`src/rtl/sle_pkg.sv`:
```
package sle_pkg;

  typedef enum logic [1:0] {
    OP_INSERT = 2'd0,
    OP_DELETE = 2'd1,
    OP_GET    = 2'd2,
    OP_LOCATE = 2'd3
  } op_t;

  localparam int ELEM_W  = 8;
  localparam int POS_W   = 7;
  localparam int COUNT_W = 7;

  typedef struct packed {
    logic               ok;
    logic [ELEM_W-1:0]  element;
    logic [POS_W-1:0]   found_position;
    logic [COUNT_W-1:0] count;
    logic               is_empty;
  } res_t;

endpackage

```
`src/rtl/sle_mem.sv`:
```
module sle_mem #(
  parameter int DEPTH = 64,
  parameter int AW    = 6
) (
  input  logic                      clk,
  input  logic                      we,
  input  logic [AW-1:0]             waddr,
  input  logic [sle_pkg::ELEM_W-1:0] wdata,
  input  logic                      ren,
  input  logic [AW-1:0]             raddr,
  output logic [sle_pkg::ELEM_W-1:0] rdata
);
  import sle_pkg::*;

  logic [ELEM_W-1:0] mem [DEPTH];

  always_ff @(posedge clk) begin
    if (we) begin
      mem[waddr] <= wdata;
    end
  end

  always_ff @(posedge clk) begin
    if (ren) begin
      rdata <= mem[raddr];
    end
  end

endmodule

```
`src/rtl/sle_ctrl.sv`:
```
module sle_ctrl #(
  parameter int CAPACITY = 64,
  parameter int AW       = 6,
  parameter int CW       = 7
) (
  input  logic                       clk,
  input  logic                       rst,
  input  logic                       req_valid,
  output logic                       req_ready,
  input  logic [1:0]                 operation,
  input  logic [sle_pkg::POS_W-1:0]  position,
  input  logic [sle_pkg::ELEM_W-1:0] value,
  output logic                       res_valid,
  input  logic                       res_ready,
  output sle_pkg::res_t              res,
  output logic                       mem_we,
  output logic [AW-1:0]              mem_waddr,
  output logic [sle_pkg::ELEM_W-1:0] mem_wdata,
  output logic                       mem_ren,
  output logic [AW-1:0]              mem_raddr,
  input  logic [sle_pkg::ELEM_W-1:0] mem_rdata
);
  import sle_pkg::*;

  // compare width: holds count+1 and any position value
  localparam int XW = (CW > POS_W) ? CW + 1 : POS_W + 1;

  typedef enum logic [3:0] {
    S_IDLE  = 4'b0001,
    S_SCAN  = 4'b0010,
    S_STORE = 4'b0100,
    S_DONE  = 4'b1000
  } state_t;

  state_t            state, state_next;
  logic [CW-1:0]     cnt, cnt_next;
  op_t               op_r, op_next;
  logic [ELEM_W-1:0] val_r, val_next;
  logic [AW-1:0]     pos_m1, pos_m1_next;
  logic [AW-1:0]     addr, addr_next;
  logic [CW-1:0]     left, left_next;
  logic [AW-1:0]     prev, prev_next;
  logic              pend, pend_next;
  logic              first, first_next;
  logic              ok_r, ok_next;
  logic [ELEM_W-1:0] elem_r, elem_next;
  logic [CW-1:0]     found_r, found_next;

  logic [XW-1:0] pos_x, cnt_x;
  logic          pos_nz, ins_ok, rd_ok;
  logic [AW-1:0] req_pos_m1;
  logic          match, issue;

  assign pos_x      = XW'(position);
  assign cnt_x      = XW'(cnt);
  assign pos_nz     = (position != '0);
  assign ins_ok     = pos_nz && (pos_x <= cnt_x + XW'(1)) && (cnt_x != XW'(CAPACITY));
  assign rd_ok      = pos_nz && (pos_x <= cnt_x);
  assign req_pos_m1 = AW'(position - POS_W'(1));

  // shared compare: stored element against the search byte
  assign match = (state == S_SCAN) && pend && (op_r == OP_LOCATE) && (mem_rdata == val_r);
  assign issue = (state == S_SCAN) && (left != '0) && !match;

  assign req_ready = (state == S_IDLE);
  assign res_valid = (state == S_DONE);
  assign mem_ren   = issue;
  assign mem_raddr = addr;

  assign res.ok             = ok_r;
  assign res.element        = elem_r;
  assign res.found_position = POS_W'(found_r);
  assign res.count          = COUNT_W'(cnt);
  assign res.is_empty       = (cnt == '0);

  always_comb begin
    state_next  = state;
    cnt_next    = cnt;
    op_next     = op_r;
    val_next    = val_r;
    pos_m1_next = pos_m1;
    addr_next   = addr;
    left_next   = left;
    prev_next   = prev;
    pend_next   = pend;
    first_next  = first;
    ok_next     = ok_r;
    elem_next   = elem_r;
    found_next  = found_r;
    mem_we      = 1'b0;
    mem_waddr   = prev;
    mem_wdata   = mem_rdata;

    unique case (state)
      S_IDLE: begin
        if (req_valid) begin
          op_next     = op_t'(operation);
          val_next    = value;
          pos_m1_next = req_pos_m1;
          pend_next   = 1'b0;
          first_next  = 1'b1;
          elem_next   = '0;
          found_next  = '0;
          ok_next     = 1'b1;
          state_next  = S_SCAN;
          unique case (op_t'(operation))
            OP_INSERT: begin
              left_next = CW'(cnt_x + XW'(1) - pos_x);
              addr_next = AW'(cnt - CW'(1));
              if (!ins_ok) begin
                ok_next    = 1'b0;
                state_next = S_DONE;
              end
            end
            OP_DELETE: begin
              left_next = CW'(cnt_x + XW'(1) - pos_x);
              addr_next = req_pos_m1;
              if (!rd_ok) begin
                ok_next    = 1'b0;
                state_next = S_DONE;
              end
            end
            OP_GET: begin
              left_next = CW'(1);
              addr_next = req_pos_m1;
              if (!rd_ok) begin
                ok_next    = 1'b0;
                state_next = S_DONE;
              end
            end
            OP_LOCATE: begin
              left_next = cnt;
              addr_next = '0;
              ok_next   = 1'b0;
            end
            default: ;
          endcase
        end
      end

      S_SCAN: begin
        // read issued last cycle lands now; reads and writes overlap
        if (issue) begin
          addr_next = (op_r == OP_INSERT) ? addr - AW'(1) : addr + AW'(1);
          left_next = left - CW'(1);
          prev_next = addr;
        end
        pend_next = issue;
        if (pend) begin
          first_next = 1'b0;
          unique case (op_r)
            OP_INSERT: begin
              mem_we    = 1'b1;
              mem_waddr = prev + AW'(1);
            end
            OP_DELETE: begin
              if (first) begin
                elem_next = mem_rdata;
              end else begin
                mem_we    = 1'b1;
                mem_waddr = prev - AW'(1);
              end
            end
            OP_GET: begin
              elem_next = mem_rdata;
            end
            OP_LOCATE: begin
              if (match) begin
                ok_next    = 1'b1;
                found_next = CW'(prev) + CW'(1);
              end
            end
            default: ;
          endcase
        end
        if (match) begin
          state_next = S_DONE;
        end else if (left == '0) begin
          priority if (op_r == OP_INSERT) begin
            state_next = S_STORE;
          end else if (op_r == OP_DELETE) begin
            cnt_next   = cnt - CW'(1);
            state_next = S_DONE;
          end else begin
            state_next = S_DONE;
          end
        end
      end

      S_STORE: begin
        mem_we     = 1'b1;
        mem_waddr  = pos_m1;
        mem_wdata  = val_r;
        cnt_next   = cnt + CW'(1);
        state_next = S_DONE;
      end

      S_DONE: begin
        if (res_ready) begin
          state_next = S_IDLE;
        end
      end

      default: state_next = S_IDLE;
    endcase
  end

  always_ff @(posedge clk) begin
    if (rst) begin
      state <= S_IDLE;
      cnt   <= '0;
      pend  <= 1'b0;
    end else begin
      state <= state_next;
      cnt   <= cnt_next;
      pend  <= pend_next;
    end
  end

  always_ff @(posedge clk) begin
    op_r    <= op_next;
    val_r   <= val_next;
    pos_m1  <= pos_m1_next;
    addr    <= addr_next;
    left    <= left_next;
    prev    <= prev_next;
    first   <= first_next;
    ok_r    <= ok_next;
    elem_r  <= elem_next;
    found_r <= found_next;
  end

  a_cnt_bound: assert property (@(posedge clk) disable iff (rst)
    cnt <= CW'(CAPACITY))
    else $error("element count above capacity");

  a_we_state: assert property (@(posedge clk) disable iff (rst)
    mem_we |-> (state == S_SCAN || state == S_STORE))
    else $error("memory write outside scan or store");

  a_store_inc: assert property (@(posedge clk) disable iff (rst)
    (state == S_STORE) |=> (state == S_DONE) && (cnt == $past(cnt) + CW'(1)))
    else $error("insert did not grow the list by one");

  a_cnt_idle: assert property (@(posedge clk) disable iff (rst)
    (state == S_IDLE || state == S_DONE) |=> $stable(cnt) || $past(rst))
    else $error("count moved while no operation was running");

endmodule

```
`src/rtl/sequential_list_engine_core.sv`:
```
// Ordered list of up to CAPACITY bytes at 1-based positions, with insert, delete, get
// and locate requests; each request yields one response with ok, the element read or
// removed, the located position (0 when absent), and the count and empty flag after the
// request. Requests are taken one at a time through an element memory with one read port
// and one write port, so a shift reads one element and writes another in the same cycle.
// Delete reads the removed element and shifts later ones down; insert shifts from the
// position up, then stores the new byte; get reads one element; locate scans from
// position 1 and stops at the first hit; a rejected request goes straight to its
// response. The response sits in an output register, so the next request is taken
// while the previous response waits. No clearing pass after reset is needed.
module sequential_list_engine_core #(
  parameter int CAPACITY = 64
) (
  input  logic                       clk,
  input  logic                       rst,
  input  logic                       req_valid,
  output logic                       req_ready,
  input  logic [1:0]                 operation,
  input  logic [sle_pkg::POS_W-1:0]  position,
  input  logic [sle_pkg::ELEM_W-1:0] value,
  output logic                       rsp_valid,
  input  logic                       rsp_ready,
  output logic                       ok,
  output logic [sle_pkg::ELEM_W-1:0] element,
  output logic [sle_pkg::POS_W-1:0]  found_position,
  output logic [sle_pkg::COUNT_W-1:0] count,
  output logic                       is_empty
);
  import sle_pkg::*;

  localparam int AW = $clog2(CAPACITY);
  localparam int CW = $clog2(CAPACITY + 1);

  logic              res_valid, res_ready;
  res_t              res, rsp_q;
  logic              mem_we, mem_ren;
  logic [AW-1:0]     mem_waddr, mem_raddr;
  logic [ELEM_W-1:0] mem_wdata, mem_rdata;

  sle_ctrl #(
    .CAPACITY (CAPACITY),
    .AW       (AW),
    .CW       (CW)
  ) u_ctrl (
    .clk       (clk),
    .rst       (rst),
    .req_valid (req_valid),
    .req_ready (req_ready),
    .operation (operation),
    .position  (position),
    .value     (value),
    .res_valid (res_valid),
    .res_ready (res_ready),
    .res       (res),
    .mem_we    (mem_we),
    .mem_waddr (mem_waddr),
    .mem_wdata (mem_wdata),
    .mem_ren   (mem_ren),
    .mem_raddr (mem_raddr),
    .mem_rdata (mem_rdata)
  );

  sle_mem #(
    .DEPTH (CAPACITY),
    .AW    (AW)
  ) u_mem (
    .clk   (clk),
    .we    (mem_we),
    .waddr (mem_waddr),
    .wdata (mem_wdata),
    .ren   (mem_ren),
    .raddr (mem_raddr),
    .rdata (mem_rdata)
  );

  // output register: load when empty or being drained this cycle
  assign res_ready = !rsp_valid || rsp_ready;

  always_ff @(posedge clk) begin
    if (rst) begin
      rsp_valid <= 1'b0;
    end else if (res_ready) begin
      rsp_valid <= res_valid;
    end
  end

  always_ff @(posedge clk) begin
    if (res_ready && res_valid) begin
      rsp_q <= res;
    end
  end

  assign ok             = rsp_q.ok;
  assign element        = rsp_q.element;
  assign found_position = rsp_q.found_position;
  assign count          = rsp_q.count;
  assign is_empty       = rsp_q.is_empty;

endmodule
```
`config.mk`:
```
export PLATFORM = sky130hd
export DESIGN_NAME = sequential_list_engine_core
export DESIGN_NICKNAME = d
export VERILOG_FILES = /design/src/rtl/sle_pkg.sv /design/src/rtl/sle_mem.sv /design/src/rtl/sle_ctrl.sv /design/src/rtl/sequential_list_engine_core.sv
export SDC_FILE = /design/constraint.sdc
export NUM_CORES = 1
export LEC_CHECK = 0
export ABC_AREA = 1
export BUFFER_PORTS_ARGS = -buffer_cell sky130_fd_sc_hd__buf_2
export CAP_MARGIN = 20
export CORE_ASPECT_RATIO = 0.6
export CORE_MARGIN = 4
export CORE_UTILIZATION = 40
export CTS_BUF_LIST = sky130_fd_sc_hd__clkbuf_4 sky130_fd_sc_hd__clkbuf_8
export DETAILED_ROUTE_END_ITERATION = 10
export PLACE_DENSITY = 0.56
export SETUP_SLACK_MARGIN = 0.5
export SLEW_MARGIN = 20
export SYNTH_ARGS = -nofsm -noshare
export SYNTH_HDL_FRONTEND = slang
export SYNTH_SLANG_ARGS = --single-unit
export TNS_END_PERCENT = 10
```
`constraint.sdc`:
```
create_clock -name clk -period 5.3 [get_ports clk]
set_input_delay 1.06 -clock clk [delete_from_list [all_inputs] [get_ports clk]]
set_output_delay 1.06 -clock clk [all_outputs]
set_load 0.05 [all_outputs]
```
==> results of run 1 <==
-- kinds of logic (layout without fill, tap and decap cells) --
group | count (synthesis) | after routing | synth area share, %
buffers and inverters | 240 | 340 | 3.70
other | 0 | 1 | 0
AOI/OAI and AO/OA | 598 | 598 | 12.8
adders and majority gates | 40 | 40 | 1.97
xor gates and xnor gates | 25 | 25 | 0.837
and+or+nand+nor | 674 | 674 | 11.3
DFF | 609 | 609 | 69.4
-- cell usage in the layout, fill, tap and decap left out, drive strengths merged, types with 13 or more instances in the layout --
cell      n
xor2     18
nor3     21
nand2   187
o22ai   134
ha       38
nand3    47
o211ai   24
clkinv   32
a21oi    51
inv     115
dfxtp    13
o21ai   366
clkbuf  113
nor2    399
edfxtp  596
buf      74
nand4    13
-- metal layers --
metal	global-route usage [%]	part of all wire [%]
met5	2.91	0.36
met4	4.86	1.7
met3	7.20	13
met2	27.2	38
met1	34.1	47
-- metrics by stage --
step	setup slack, ns	util, %	area, um2	cells
floorplan	1.14	-	26200	2186
global placement	1.82	42.2	27200	2986
detailed placement	1.67	42.2	27300	2987
CTS	1.66	44.8	28900	3137
global route	1.46	44.8	28900	3137
finish	1.64	44.8	28900	3138
-- worst paths after layout --
check | startpoint | end | slack (ns) | cells after the start
max | u_ctrl.state[2] | u_mem.mem[15][4] | 1.64 | 9
min | u_ctrl.elem_r[7] | element[7] | 0.41 | 0
max reg2reg | u_ctrl.state[2] | u_mem.mem[15][4] | 1.64 | 9
min reg2reg | u_ctrl.elem_r[7] | element[7] | 0.41 | 0
-- layout make-up --
type / instances / area [um2]
repair buffers: 74 / 485
inverters: 116 / 448
fillers: 5824 / 35700
diodes: 1 / 2.50
well taps: 851 / 1060
clock buffers: 113 / 1410
multi-input cells: 1337 / 7120
flip-flops and latches: 609 / 18200
clock inverters: 37 / 246
-- where the power goes --
| group | internal (mW) | switching (mW) | leakage [nW] |
|---|---|---|---|
| Clock | 1.87 | 1.80 | 0.862 |
| Combinational | 0.402 | 1.17 | 3.34 |
| Sequential | 5.35 | 0.0465 | 5.49 |
| Total | 7.62 | 3.01 | 9.69 |
-- flip-flops by register name (all words and copies together), names as in the netlist --
| name | cells |
|---|---|
| u_ctrl.state | 4 |
| is_empty | 1 |
| ok | 1 |
| u_ctrl.left | 7 |
| u_ctrl.ok_r | 1 |
| u_ctrl.found_r | 7 |
| u_ctrl.pend | 1 |
| u_ctrl.mem_raddr | 6 |
| rsp_valid | 1 |
| u_ctrl.op_r | 2 |
| u_ctrl.elem_r | 8 |
| element | 8 |
| found_position | 7 |
| u_ctrl.cnt | 7 |
| count | 7 |
| u_mem.rdata | 8 |
| u_ctrl.val_r | 8 |
| u_ctrl.first | 1 |
| u_mem.mem | 512 |
| u_ctrl.pos_m1 | 6 |
| u_ctrl.prev | 6 |
-- critical path: stages (launching register included) --
cell and delay, ns:
dfxtp_1 0.32, inv_1 0.14, nand4_4 0.57, inv_4 0.44, nand2_2 0.13, a21oi_2 0.15, o21ai_1 0.13, a21oi_4 0.28
nand2_2 0.40, nor2_1 0.71
==> impl_metrics.csv, run 1 <==
group,metric,value,unit
outcome,status,"finished, final reports clean",
logic_synthesis,syn_nets,2247,
clocking,cts_max_path_buffers,3,
pwr,p_per_area,368,nW/um2
clocking,postCtsSetupBuffers,0,
sta,max-slew-margin-rel,26.5,%
logic_synthesis,yosys_register_bits,609,
setup_path,cp.arrival,3.97,ns
logic_synthesis,synthTopCellsByCount,"edfxtp_1, nor2_1, o21ai_0",
layout,final_nets,2286,
clocking,clk_pin_slew,0.06,ns
routing,drt_iter0_markers,2425,
place,place_congestion,0.928,
logic_synthesis,yosys.area.top_type_share,68.4,%
sta,setup_violations,0,
place,detailed_place_hpwl,47500,um
global_route,grt_overflow,0,
logic_synthesis,synth.distinct_cells,46,
clocking,cts_tree,"done",
sta,holdWs,0.414,ns
clocking,root_buffer,"clkbuf_8",
sta,fin_setup_tns,0,ns
floorplan,rows,72,
global_route,antenna_found_initial,1,
sta,worstMarginPinSlew,1.10,ns
routing,drc,0,
sta,layout_worst_path_cycle_share,69.0,%
layout,drive_gt1_share,11.7,%
floorplan,ioPinCount,47,
logic_synthesis,netlist_area,26200,um2
floorplan,die_y,206,um
clocking,insertion_delay,0.69,ns
clocking,cts_hold_buf,0,
min_path,hold_class,"flip-flop to flip-flop",
global_route,grt_pass1_vias,16900,
sta,finalCriticalPeriod,3.66,ns
routing,vias_per_cell,5.73,
job,max_cap_viol_count,0,
routing,wl_per_cell,23.8,um
clocking,post_cts_resized,0,
clocking,cts_sinks,609,
global_route,grt_pass1_wl,110000,um
routing,ant_nets,0,
routing,vias,18000,
sta,fmaxAchievable,0.273,GHz
logic_synthesis,ys_seq_area_share,69.4,%
logic_synthesis,postSynthCellCount,2186,
setup_path,required,5.61,ns
pwr,peakVddDrop,0.190,mV
sta,hold_viol_final,0,
sta,rsz0062_at_grt,"false",
logic_synthesis,synth.most_common_cell,"edfxtp_1",
floorplan,dieArea,69700,um2
logic_synthesis,syn_area_per_cell,12.0,um2
clocking,cts_max_level,3,
logic_synthesis,synth_edf_count,596,
pwr,p_leak,9.69,nW
floorplan,die_w,338,um
clocking,cts_made_buffers,87,
pwr,fin_total_pwr,10.6,mW
setup_path,critical_path_class,"flip-flop to flip-flop",
layout,area_delta_synth_final,10.6,%
setup_path,end_kind,"flip-flop",
logic_synthesis,yosys_warnings,0,
place,io_buffers,46,
floorplan,fp.coreArea,64600,um2
logic_synthesis,ys_top_cells_by_area,"edfxtp_1, o21ai_0, nor2_1",
global_route,grt_start_max_net_pins,215,
sta,final_max_slew_viol_count,0,
setup_path,critPathLaunchType,"flip-flop",
sta,finalClockSkew,0.0271,ns
routing,wl,74800,um
logic_synthesis,synthFlopType,"edfxtp_1",
routing,dr.pass1.iters,8,
global_route,grt_use_total,21.4,%
logic_synthesis,yosysTopAreaCell,"edfxtp_1",
logic_synthesis,synthArstFlopShare,0,%
setup_path,critPathMaxFanout,42,
floorplan,start_util,40.5,%
(Power assumes the default switching activity.)
==> run 2, diff against run 1 <==
ABC_AREA = 0   (was 1)
clock period = 3.8 ns   (was 5.3 ns; I/O delays follow)
==> run 2 against run 1 <==
Effect of this change:
- critical path type unchanged
- global-route usage decreased by 2.3 points
- critical endpoint is now u_mem.mem[4][7]
- combinational power increased by 15%
- final cell count decreased by 21%
- clock power increased by 41%
- first-iteration DRC count decreased by 40%
==> impl_metrics.csv, run 2 <==
group,metric,value,unit
sta,fmaxAchievable,0.301,GHz
setup_path,rr_worst_depth,9,
min_path,hold_class,"input port to flip-flop",
min_path,holdPathStages,1,
setup_path,end_kind,"flip-flop",
logic_synthesis,synth_edf_count,596,
layout,final_cell_mix,"edfxtp_1, mux4_2, buf_4",
logic_synthesis,netlist_area,25500,um2
place,place_congestion,0.900,
setup_path,crit_slowest_cell,"nand4_1",
floorplan,die_w,334,um
setup_path,cp_top_family,"compound AO/OA/AOI/OAI gates",
routing,drt_iter0_markers,1456,
clocking,root_buffer,"clkbuf_8",
global_route,grt_overflow,0,
sta,hold_viol_final,0,
global_route,grt_start_max_net_pins,65,
sta,setup_violations,0,
floorplan,ioPinCount,47,
place,io_buffers,46,
logic_synthesis,postSynthCellCount,1397,
setup_path,cpPeakStageDelay,0.49,ns
logic_synthesis,synthTopCellsByCount,"edfxtp_1, mux4_2, nor2_1",
logic_synthesis,synth_compound_area_share,4.23,%
floorplan,rows,71,
routing,wl,64700,um
layout,final_nets,1633,
logic_synthesis,synthSimpleGateAreaFrac,4.96,%
logic_synthesis,syn_nets,1458,
logic_synthesis,yosys_warnings,0,
setup_path,required,4.16,ns
clocking,cts_tree,"done",
logic_synthesis,synth.most_common_cell,"edfxtp_1",
floorplan,die_y,204,um
job,max_cap_viol_count,0,
global_route,grt_pass1_wl,94000,um
setup_path,r2r_slack,0.47,ns
min_path,min_to,"u_ctrl.val_r[0]",
routing,drc,0,
clocking,cts_made_buffers,87,
pwr,p_per_area,497,nW/um2
setup_path,critPathMaxFanout,11,
logic_synthesis,synthXorXnorAreaFrac,1.54,%
layout,diodes,0,
clocking,cts_max_path_buffers,3,
routing,dr.pass1.iters,5,
logic_synthesis,synth.area.mux_share,14.1,%
setup_path,critical_path_class,"flip-flop to flip-flop",
layout,post-route-util,46.4,%
logic_synthesis,synthAdderAreaFrac,2.02,%
floorplan,start_util,40.6,%
clocking,cts_sinks,609,
place,detailed_place_hpwl,42500,um
sta,fin_setup_tns,0,ns
sta,layout_worst_path_cycle_share,87.5,%
setup_path,cp.arrival,3.69,ns
logic_synthesis,synth_top_family_by_area,"multiplexers",
sta,finalCriticalPeriod,3.33,ns
clocking,clk_pin_slew,0.07,ns
logic_synthesis,ys_top_cells_by_area,"edfxtp_1, mux4_2, ha_1",
outcome,status,"finished, final reports clean",
routing,vias,13800,
layout,largest_register_ffs,512,
setup_path,path_cells,"inv_1, ha_2, o21ai_0, o311ai_1, nand2_1, a31oi_4, nand4_1, nor2_1, buf_4",
logic_synthesis,yosys_register_bits,609,
logic_synthesis,synth.distinct_cells,75,
routing,ant_nets,0,
sta,finalClockSkew,0.0335,ns
layout,regMostFlops,"u_mem.mem",
pwr,peakVddDrop,0.288,mV
sta,max-slew-margin-rel,41.4,%
floorplan,fp.coreArea,62900,um2
logic_synthesis,synthFlopType,"edfxtp_1",
sta,rsz0062_at_grt,"true",
routing,wl_per_cell,26.1,um
layout,final_common_cell,"edfxtp_1",
min_path,hold_start,"value[0]",
layout,fillers,5370,
logic_synthesis,yosys.area.top_type_share,70.2,%
clocking,insertion_delay,0.67,ns
global_route,grt_pass1_vias,13500,
global_route,grt_use_total,19.0,%
layout,area_delta_synth_final,14.5,%
clocking,cts_max_level,3,
routing,vias_per_cell,5.58,
setup_path,critPathLaunchType,"flip-flop",
logic_synthesis,syn_area_per_cell,18.3,um2
logic_synthesis,synthArstFlopShare,0,%
layout,drive_gt1_share,29.5,%
floorplan,dieArea,68000,um2
setup_path,rr_endpoint,"u_mem.mem[4][7]",
setup_path,r2r_start,"u_ctrl.op_r[0]",
pwr,p_leak,9.65,nW
logic_synthesis,ys_seq_area_share,71.2,%
sta,final_max_slew_viol_count,0,
clocking,cts_hold_buf,0,
setup_path,critPathBufInv,2,
logic_synthesis,yosysTopAreaCell,"edfxtp_1",
sta,worstMarginPinSlew,0.879,ns
global_route,antenna_found_initial,4,
==> run 2: changes by cell type in the layout (fill, tap and decap cells not counted), sizes merged, moves of 84 or more <==
cell / delta
o22ai: -134
buf: +84
nor2: -301
nand2: -129
o21ai: -348
mux4: +153
==> run 2: how the worst max path moves through the flow <==
| stage | from | to | cells past startpoint |
|---|---|---|---|
| 3_3_place_gp | u_ctrl.op_r[0] | u_mem.mem[1][2] | 10 |
| 4_1_cts | u_ctrl.op_r[0] | u_mem.mem[33][7] | 10 |
| 3_5_place_dp | u_ctrl.op_r[0] | u_mem.mem[33][5] | 10 |
| 5_1_grt | u_ctrl.cnt[1] | u_ctrl.state[1] | 11 |
| 2_1_floorplan | u_ctrl.prev[0] | u_mem.mem[3][0] | 9 |
| 6_report | u_ctrl.op_r[0] | u_mem.mem[4][7] | 9 |
==> run 2: cell families after synthesis <==
logic type,Yosys count
AO/OA/AOI/OAI,148
multiplexers,169
buffers and inverters,125
flip-flops,609
XOR/XNOR,45
AND/OR/NAND/NOR,261
adder cells (fa/ha/maj),40
==> run 2: metal layers <==
metal | global-route usage, % | wire length (um) | up-vias | part of all wire (%)
met4 | 3.44 | 956 | 0 | 1.5
met1 | 31.4 | 31700 | 7228 | 49
met2 | 24.2 | 25300 | 577 | 39
met5 | 0 | 0 | - | 0
li1 | - | - | 5959 | -
met3 | 6.23 | 6740 | 72 | 10
==> run 2: final cells by class <==
cell class                      instances  area (um2)  area share (%)
Timing Repair Buffer                  158        1170            4.01
Multi-Input combinational cell        663        6920            23.7
Clock buffer                          123        1490            5.09
Inverter                               53         199           0.681
Clock inverter                         33         224           0.767
Tap cell                              839        1050            3.59
Sequential cell                       609       18200            62.2
==> run 2: report_power, final <==
group	internal (mW)	total [mW]	switching (mW)
clock network	2.72	5.16	2.44
registers	7.45	7.54	0.0978
logic	0.764	1.81	1.05
==> run 2: through the flow <==
stage	instances	hold WS [ns]	area [um2]	setup slack [ns]	power, mW
6_report	2478	0.287	29200	0.473	14.5
3_3_place_gp	2318	0.409	27400	0.489	9.49
3_5_place_dp	2318	0.408	27400	0.454	9.49
2_1_floorplan	1397	0.400	25500	0.618	8.85
5_1_grt	2478	0.228	29200	0.254	15.1
4_1_cts	2474	0.232	29100	0.390	14.6
==> run 2: timing repair <==
item / in CTS / in global routing
resized for setup: 0 / 6
setup buffers: 0 / 3
pin swaps: 0 / 2
gates cloned: 0 / 0
endpoints found under the setup margin: 128 / 483
